### src/rtl/lobm_pkg.sv
// Shared codes and field widths for the order book matcher.
`default_nettype none
package lobm_pkg;
	localparam logic SIDE_BUY  = 1'b0;
	localparam logic SIDE_SELL = 1'b1;
	localparam logic KIND_TRADE = 1'b0;
	localparam logic KIND_DONE  = 1'b1;
	localparam int QTY_W    = 20;
	localparam int TRADER_W = 8;
	localparam int TICKER_W = 4;
	localparam int STAMP_W  = 32;
	localparam int SEQ_W    = 32;
	localparam int INPRICE_W = 24;
endpackage
`default_nettype wire

### src/rtl/lobm_cell.sv
// One book slot: stored order plus compare-and-forward stage of the best-order scan.
`default_nettype none
module lobm_cell #(
	parameter int PW = 24,
	parameter int IW = 4
) (
	input  wire logic                       clk,
	input  wire logic                       arst_n,
	// scan chain
	input  wire logic                       in_has,
	input  wire logic [PW-1:0]              in_price,
	input  wire logic [lobm_pkg::STAMP_W-1:0] in_age,
	input  wire logic [IW-1:0]              in_idx,
	input  wire logic                       sell_side,
	input  wire logic                       scan_en,
	input  wire logic [lobm_pkg::STAMP_W-1:0] arrival,
	input  wire logic [IW-1:0]              my_idx,
	output logic                            out_has,
	output logic [PW-1:0]                   out_price,
	output logic [lobm_pkg::STAMP_W-1:0]    out_age,
	output logic [IW-1:0]                   out_idx,
	// access
	input  wire logic                       wr_en,
	input  wire logic                       wr_valid,
	input  wire logic [PW-1:0]              wr_price,
	input  wire logic [lobm_pkg::QTY_W-1:0] wr_qty,
	input  wire logic [lobm_pkg::TRADER_W-1:0] wr_trader,
	input  wire logic [lobm_pkg::STAMP_W-1:0] wr_stamp,
	input  wire logic                       qty_en,
	input  wire logic [lobm_pkg::QTY_W-1:0] qty_new,
	output logic                            valid,
	output logic [lobm_pkg::QTY_W-1:0]      qty,
	output logic [lobm_pkg::TRADER_W-1:0]   trader
);
	import lobm_pkg::*;
	logic                valid_q;
	logic [PW-1:0]       price_q;
	logic [QTY_W-1:0]    qty_q;
	logic [TRADER_W-1:0] trader_q;
	logic [STAMP_W-1:0]  stamp_q;
	logic [STAMP_W-1:0]  age;
	logic                better;

	assign age = arrival - stamp_q;
	// sell book: lowest price wins; buy book: highest price wins
	always_comb begin
		if (!valid_q) begin
			better = 1'b0;
		end else if (!in_has) begin
			better = 1'b1;
		end else if (price_q == in_price) begin
			better = age > in_age;
		end else begin
			better = sell_side ? (price_q < in_price) : (price_q > in_price);
		end
	end

	always_ff @(posedge clk or negedge arst_n) begin
		if (!arst_n) begin
			valid_q <= 1'b0;
			out_has <= 1'b0;
		end else begin
			if (wr_en) begin
				valid_q <= wr_valid;
			end else if (qty_en && qty_new == '0) begin
				valid_q <= 1'b0;
			end
			if (scan_en) begin
				out_has <= in_has | better;
			end
		end
	end

	always_ff @(posedge clk) begin
		if (wr_en) begin
			price_q  <= wr_price;
			qty_q    <= wr_qty;
			trader_q <= wr_trader;
			stamp_q  <= wr_stamp;
		end else if (qty_en) begin
			qty_q <= qty_new;
		end
		if (scan_en) begin
			out_price <= better ? price_q : in_price;
			out_age   <= better ? age : in_age;
			out_idx   <= better ? my_idx : in_idx;
		end
	end

	assign valid  = valid_q;
	assign qty    = qty_q;
	assign trader = trader_q;
endmodule
`default_nettype wire

### src/rtl/lobm_side.sv
// One book side: a chain of slot cells.
`default_nettype none
module lobm_side #(
	parameter int PW = 24,
	parameter int NS = 16,
	parameter int IW = 4
) (
	input  wire logic                       clk,
	input  wire logic                       arst_n,
	input  wire logic                       sell_side,
	input  wire logic                       scan_en,
	input  wire logic                       scan_start,
	input  wire logic [lobm_pkg::STAMP_W-1:0] arrival,
	output logic                            best_has,
	output logic [PW-1:0]                   best_price,
	output logic [IW-1:0]                   best_idx,
	input  wire logic [IW-1:0]              acc_idx,
	input  wire logic                       wr_en,
	input  wire logic [PW-1:0]              wr_price,
	input  wire logic [lobm_pkg::QTY_W-1:0] wr_qty,
	input  wire logic [lobm_pkg::TRADER_W-1:0] wr_trader,
	input  wire logic                       qty_en,
	input  wire logic [lobm_pkg::QTY_W-1:0] qty_new,
	output logic [lobm_pkg::QTY_W-1:0]      acc_qty,
	output logic [lobm_pkg::TRADER_W-1:0]   acc_trader,
	output logic                            free_found,
	output logic [IW-1:0]                   free_idx
);
	import lobm_pkg::*;
	logic                has_c   [NS+1];
	logic [PW-1:0]       price_c [NS+1];
	logic [STAMP_W-1:0]  age_c   [NS+1];
	logic [IW-1:0]       idx_c   [NS+1];
	logic [NS-1:0]       vld;
	logic [QTY_W-1:0]    qty_a   [NS];
	logic [TRADER_W-1:0] trd_a   [NS];

	// The chain is fed with an empty candidate; each cell registers its result,
	// so a full scan needs scan_en held while the candidate passes through all NS cells.
	assign has_c[0]   = 1'b0;
	assign price_c[0] = '0;
	assign age_c[0]   = '0;
	assign idx_c[0]   = '0;

	for (genvar i = 0; i < NS; i++) begin : g_cell
		logic                ihas;
		logic [PW-1:0]       iprice;
		logic [STAMP_W-1:0]  iage;
		logic [IW-1:0]       iidx;
		assign ihas   = scan_start ? 1'b0 : has_c[i];
		assign iprice = price_c[i];
		assign iage   = age_c[i];
		assign iidx   = idx_c[i];
		lobm_cell #(.PW(PW), .IW(IW)) u_cell (
			.clk(clk), .arst_n(arst_n),
			.in_has(ihas), .in_price(iprice), .in_age(iage), .in_idx(iidx),
			.sell_side(sell_side), .scan_en(scan_en), .arrival(arrival),
			.my_idx(IW'(i)),
			.out_has(has_c[i+1]), .out_price(price_c[i+1]),
			.out_age(age_c[i+1]), .out_idx(idx_c[i+1]),
			.wr_en(wr_en && acc_idx == IW'(i)), .wr_valid(1'b1),
			.wr_price(wr_price), .wr_qty(wr_qty), .wr_trader(wr_trader),
			.wr_stamp(arrival),
			.qty_en(qty_en && acc_idx == IW'(i)), .qty_new(qty_new),
			.valid(vld[i]), .qty(qty_a[i]), .trader(trd_a[i])
		);
	end

	assign best_has   = has_c[NS];
	assign best_price = price_c[NS];
	assign best_idx   = idx_c[NS];
	assign acc_qty    = qty_a[acc_idx];
	assign acc_trader = trd_a[acc_idx];

	always_comb begin
		free_found = 1'b0;
		free_idx   = '0;
		for (int i = NS - 1; i >= 0; i--) begin
			if (!vld[i]) begin
				free_found = 1'b1;
				free_idx   = IW'(i);
			end
		end
	end
endmodule
`default_nettype wire

### config.mk
export PLATFORM = sky130hd
export DESIGN_NAME = lobm_side
export DESIGN_NICKNAME = d
export VERILOG_FILES = /design/src/rtl/lobm_pkg.sv /design/src/rtl/lobm_cell.sv /design/src/rtl/lobm_side.sv
export SDC_FILE = /design/constraint.sdc
export NUM_CORES = 2
export LEC_CHECK = 0
export BUFFER_PORTS_ARGS = -buffer_cell sky130_fd_sc_hd__buf_2
export CAP_MARGIN = 10
export CORE_AREA = 10 10 592 594
export CTS_CLUSTER_DIAMETER = 100
export DETAILED_ROUTE_END_ITERATION = 16
export DIE_AREA = 0 0 602 604
export GPL_TIMING_DRIVEN = 0
export PLACE_DENSITY = 0.66
export SKIP_CTS_REPAIR_TIMING = 1
export SYNTH_ARGS = -nofsm -noshare
export SYNTH_HDL_FRONTEND = slang
export SYNTH_SLANG_ARGS = --single-unit
### constraint.sdc
create_clock -name clk -period 12.28 [get_ports clk]
set_clock_uncertainty 0.1 [all_clocks]
set_input_delay 1.228 -clock clk [delete_from_list [all_inputs] [get_ports clk]]
set_output_delay 1.228 -clock clk [all_outputs]
set_load 0.01 [all_outputs]
==> results.sh <==
export IMPL_vdd_drop_max_mv=0.124
export IMPL_area_growth_pct=11.6
export IMPL_setup_viol=0
export IMPL_syn_avg_cell_area_sq_um=11.9
export IMPL_max_freq_ghz=0.108
export IMPL_synth_area_leaders="edfxtp_1 (50%), ha_1 (12%), mux2_2 (7.5%)"
export IMPL_layout_nets=13300
export IMPL_htreeDepth=4
export IMPL_gp_congestion=0.910
export IMPL_die_x_microns=602
export IMPL_grt_antenna_before_repair=16
export IMPL_postRouteAntennaNets=0
export IMPL_synth_top_cell_by_area="edfxtp_1"
export IMPL_synthArstFlopShare_pct=1.40
export IMPL_p_comb_share_pct=21.2
export IMPL_clockRootBuffer="clkbuf_16"
export IMPL_crit_start="arrival[0]"
export IMPL_dieArea_sq_um=364000
export IMPL_ys_seq_elements=2289
export IMPL_max_slew_margin_rel_pct=11.9
export IMPL_fin_cells=16500
export IMPL_cp_max_fo=17
export IMPL_synth_nets=12800
export IMPL_dp_hpwl_microns=256000
export IMPL_clkSlewWorstSetupHoldPaths_ns=0.07
export IMPL_yosysWarnings=0
export IMPL_required_ns=12.88
export IMPL_ys_flop_type="edfxtp_1"
export IMPL_max_cap_violations=0
export IMPL_grt_start_max_net_pins=122
export IMPL_synth_edf_count=2257
export IMPL_drc_errors=0
export IMPL_crit_path_start_kind="input port"
export IMPL_switching_share_pct=27.9
export IMPL_finalHoldViolCount=0
export IMPL_tightest_slew_ns=1.32
export IMPL_drv_slew=0
export IMPL_clock_latency_ns=0.98
export IMPL_cellPowerDensity_nw_per_um2=143
export IMPL_yosysSeqAreaShare_pct=50.9
export IMPL_grt_pass1_vias=88400
export IMPL_drt_total_wl_microns=342000
export IMPL_p_leak_nw=61.5
export IMPL_worstReg2RegStart="g_cell[5].u_cell.stamp_q[0]"
export IMPL_start_util_pct=39.8
export IMPL_grtUsageTotal_pct=18.2
export IMPL_status="finished, final reports clean"
export IMPL_die_h_microns=604
export IMPL_drive_gt1_share_pct=14.9
export IMPL_grt_overflow=0
export IMPL_critPathArrivalTime_ns=9.83
export IMPL_cts_tree="yes"
export IMPL_vias=89000
export IMPL_fillerInstances=31000
export IMPL_viasPerCell=5.38
export IMPL_holdWs_ns=0.348
export IMPL_grt_pass1_wl_microns=519000
export IMPL_core_area_sq_um=338000
export IMPL_dp_cells=16100
export IMPL_cts_sinks=2289
export IMPL_ios=177
export IMPL_wl_per_cell_microns=20.7
export IMPL_io_buffer_count=171
export IMPL_crit_path_end_kind="register"
export IMPL_crit_type="input port to register"
export IMPL_fin_crit_ns=9.23
export IMPL_post_route_period_util_pct=75.2
export IMPL_cts_buffers=240
export IMPL_first_pass_iters=6
export IMPL_seqPwrFrac_pct=45.0
export IMPL_drt_iter0_drc=6977
export IMPL_p_switching_mw=6.01
export IMPL_clk_path_buf_depth=4
export IMPL_core_rowCount=214
export IMPL_worst_hold_path_type="input port to async pin"
export IMPL_yosysUniqueCellTypes=95
export IMPL_synth_top_area_share_pct=50.3
export IMPL_power_share_clock_pct=33.9
export IMPL_p_int_mw=15.5
export IMPL_rsz0062_at_grt="false"
export IMPL_syn_inst=11300
export IMPL_synth_area_sq_um=135000
cells in the final DEF (no fill, tap or decap), drive strengths merged, types with 28 or more instances in the layout:
cell type	count
a2111oi	28
a211oi	73
a21o	405
a21oi	699
a221oi	32
a31oi	57
and2	69
and3	85
buf	346
clkbuf	459
clkinv	101
dfrtp	32
edfxtp	2257
ha	1336
inv	1486
mux2	904
mux4	140
nand2	665
nand2b	77
nand3	159
nand4	216
nor2	435
nor2b	116
nor3	117
nor4	35
o211ai	55
o21a	117
o21ai	516
o21bai	63
o31ai	43
or2	30
or3	31
xnor2	295
xor2	138
final timing paths:
| check | slack, ns | end | depth (start not counted) |
|---|---|---|---|
| setup / recovery | 3.05 | g_cell[5].u_cell.out_price[20] | 24 |
| hold / removal | 0.35 | g_cell[4].u_cell.valid | 1 |
| setup reg to reg | 4.60 | g_cell[5].u_cell.out_price[20] | 22 |
| hold reg to reg | 0.37 | g_cell[6].u_cell.out_idx[0] | 1 |
| max in group asynchronous | 11.07 | g_cell[7].u_cell.out_has | 1 |
| min in group clk | 0.37 | g_cell[6].u_cell.out_idx[0] | 1 |
per-stage QoR:
| step | area, sq um | setup WS (ns) | setup TNS, ns | power [mW] | utilization (%) |
|---|---|---|---|---|---|
| after floorplan | 135000 | 5.69 | 0 | 12.8 | - |
| after global placement | 141000 | -6.63 | -4938.73 | 14.4 | 41.8 |
| after detailed placement | 143000 | 1.78 | 0 | 14.3 | 42.1 |
| after CTS | 150000 | 2.78 | 0 | 21.6 | 44.4 |
| after global routing | 150000 | 2.78 | 0 | 22.5 | 44.5 |
| final | 150000 | 3.05 | 0 | 21.5 | 44.5 |
logic make-up (layout without fill, tap and decap cells):
group           count (synthesis)  in the layout  share of synthesized area (%)
simple gates                 2094           2094                           7.51
mux                          1063           1063                           10.0
flops                        2289           2289                           50.9
xor+xnor                      433            433                           2.81
buf+inv                      1769           2430                           5.04
compound gates               2336           2336                           11.1
other cells                     0             13                              0
fa+ha+maj                    1352           1352                           12.6
synth_stat cells (17+ instances only):
master	number
edfxtp_1	2257
inv_1	1479
ha_1	1336
mux2_2	898
a21oi_1	698
nand2_1	665
o21ai_0	498
nor2_1	435
a21o_1	405
xnor2_1	295
nand4_1	216
clkbuf_1	170
nand3_1	159
mux4_2	140
xor2_1	138
nor3_1	117
o21a_1	117
nor2b_1	116
and3_1	85
nand2b_1	77
a211oi_1	72
and2_1	66
o21bai_1	63
buf_2	59
a31oi_1	57
o211ai_1	55
buf_1	44
o31ai_1	41
nor4_1	35
dfrtp_1	32
or3_1	31
a221oi_1	29
or2_2	28
a211o_1	27
a2111oi_0	25
a31o_2	20
and4_1	20
mux2i_1	19
o2111ai_1	19
o221ai_1	18
a221o_1	17
sequential cells by signal (all words and copies together) (netlist names):
name and cells:
g_cell.u_cell.out_age 480, g_cell.u_cell.qty 320, g_cell.u_cell.out_has 16, g_cell.u_cell.trader 128, g_cell.u_cell.stamp_q 512, g_cell.u_cell.out_idx 49, g_cell.u_cell.price_q 384, g_cell.u_cell.out_price 384
g_cell.u_cell.valid 16
power groups by stage:
stage / Sequential, mW / Clock [mW] / Combinational, mW
2_1_floorplan: 9.69 / 0 / 3.14
3_3_place_gp: 9.91 / 0 / 4.44
3_5_place_dp: 9.82 / 0 / 4.52
4_1_cts: 9.66 / 7.41 / 4.56
5_1_grt: 9.72 / 7.73 / 5.07
6_report: 9.66 / 7.28 / 4.55
metal layers:
metal	up-vias	part of all wire, %	track usage, %
li1	42800	-	-
met1	42900	42	23.5
met2	2594	47	30.9
met3	640	6.2	2.80
met4	8	4.0	6.55
met5	-	0.012	0
worst max-delay path: stages:
cell	delay [ns]
buf_2	0.30
inv_1	1.00
ha_1	0.33
inv_1	0.06
fa_1	0.42
a211o_1	0.29
a211oi_1	0.29
o21bai_1	0.24
a211oi_1	0.45
o21bai_1	0.19
a31oi_1	0.33
o41ai_1	0.13
xor2_1	0.17
ha_1	0.21
a21o_1	0.15
a221o_1	0.33
a221oi_1	0.47
o21ai_0	0.33
a211oi_1	0.96
o21ai_1	0.16
o21ai_1	0.61
buf_4	0.39
buf_4	0.33
mux2_2	0.38
final cells by class:
type	count	area [sq um]	area share, %
Timing Repair Buffer	229	2100	1.39
Buffer	287	1250	0.833
Inverter	1482	5570	3.70
Multi-Input combinational cell	7278	59500	39.6
Clock buffer	289	6340	4.21
Tap cell	4536	5680	3.77
Clock inverter	143	1420	0.942
Sequential cell	2289	68600	45.6
Antenna cell	13	32.5	0.0216
Power figures use the tool's default switching activity.
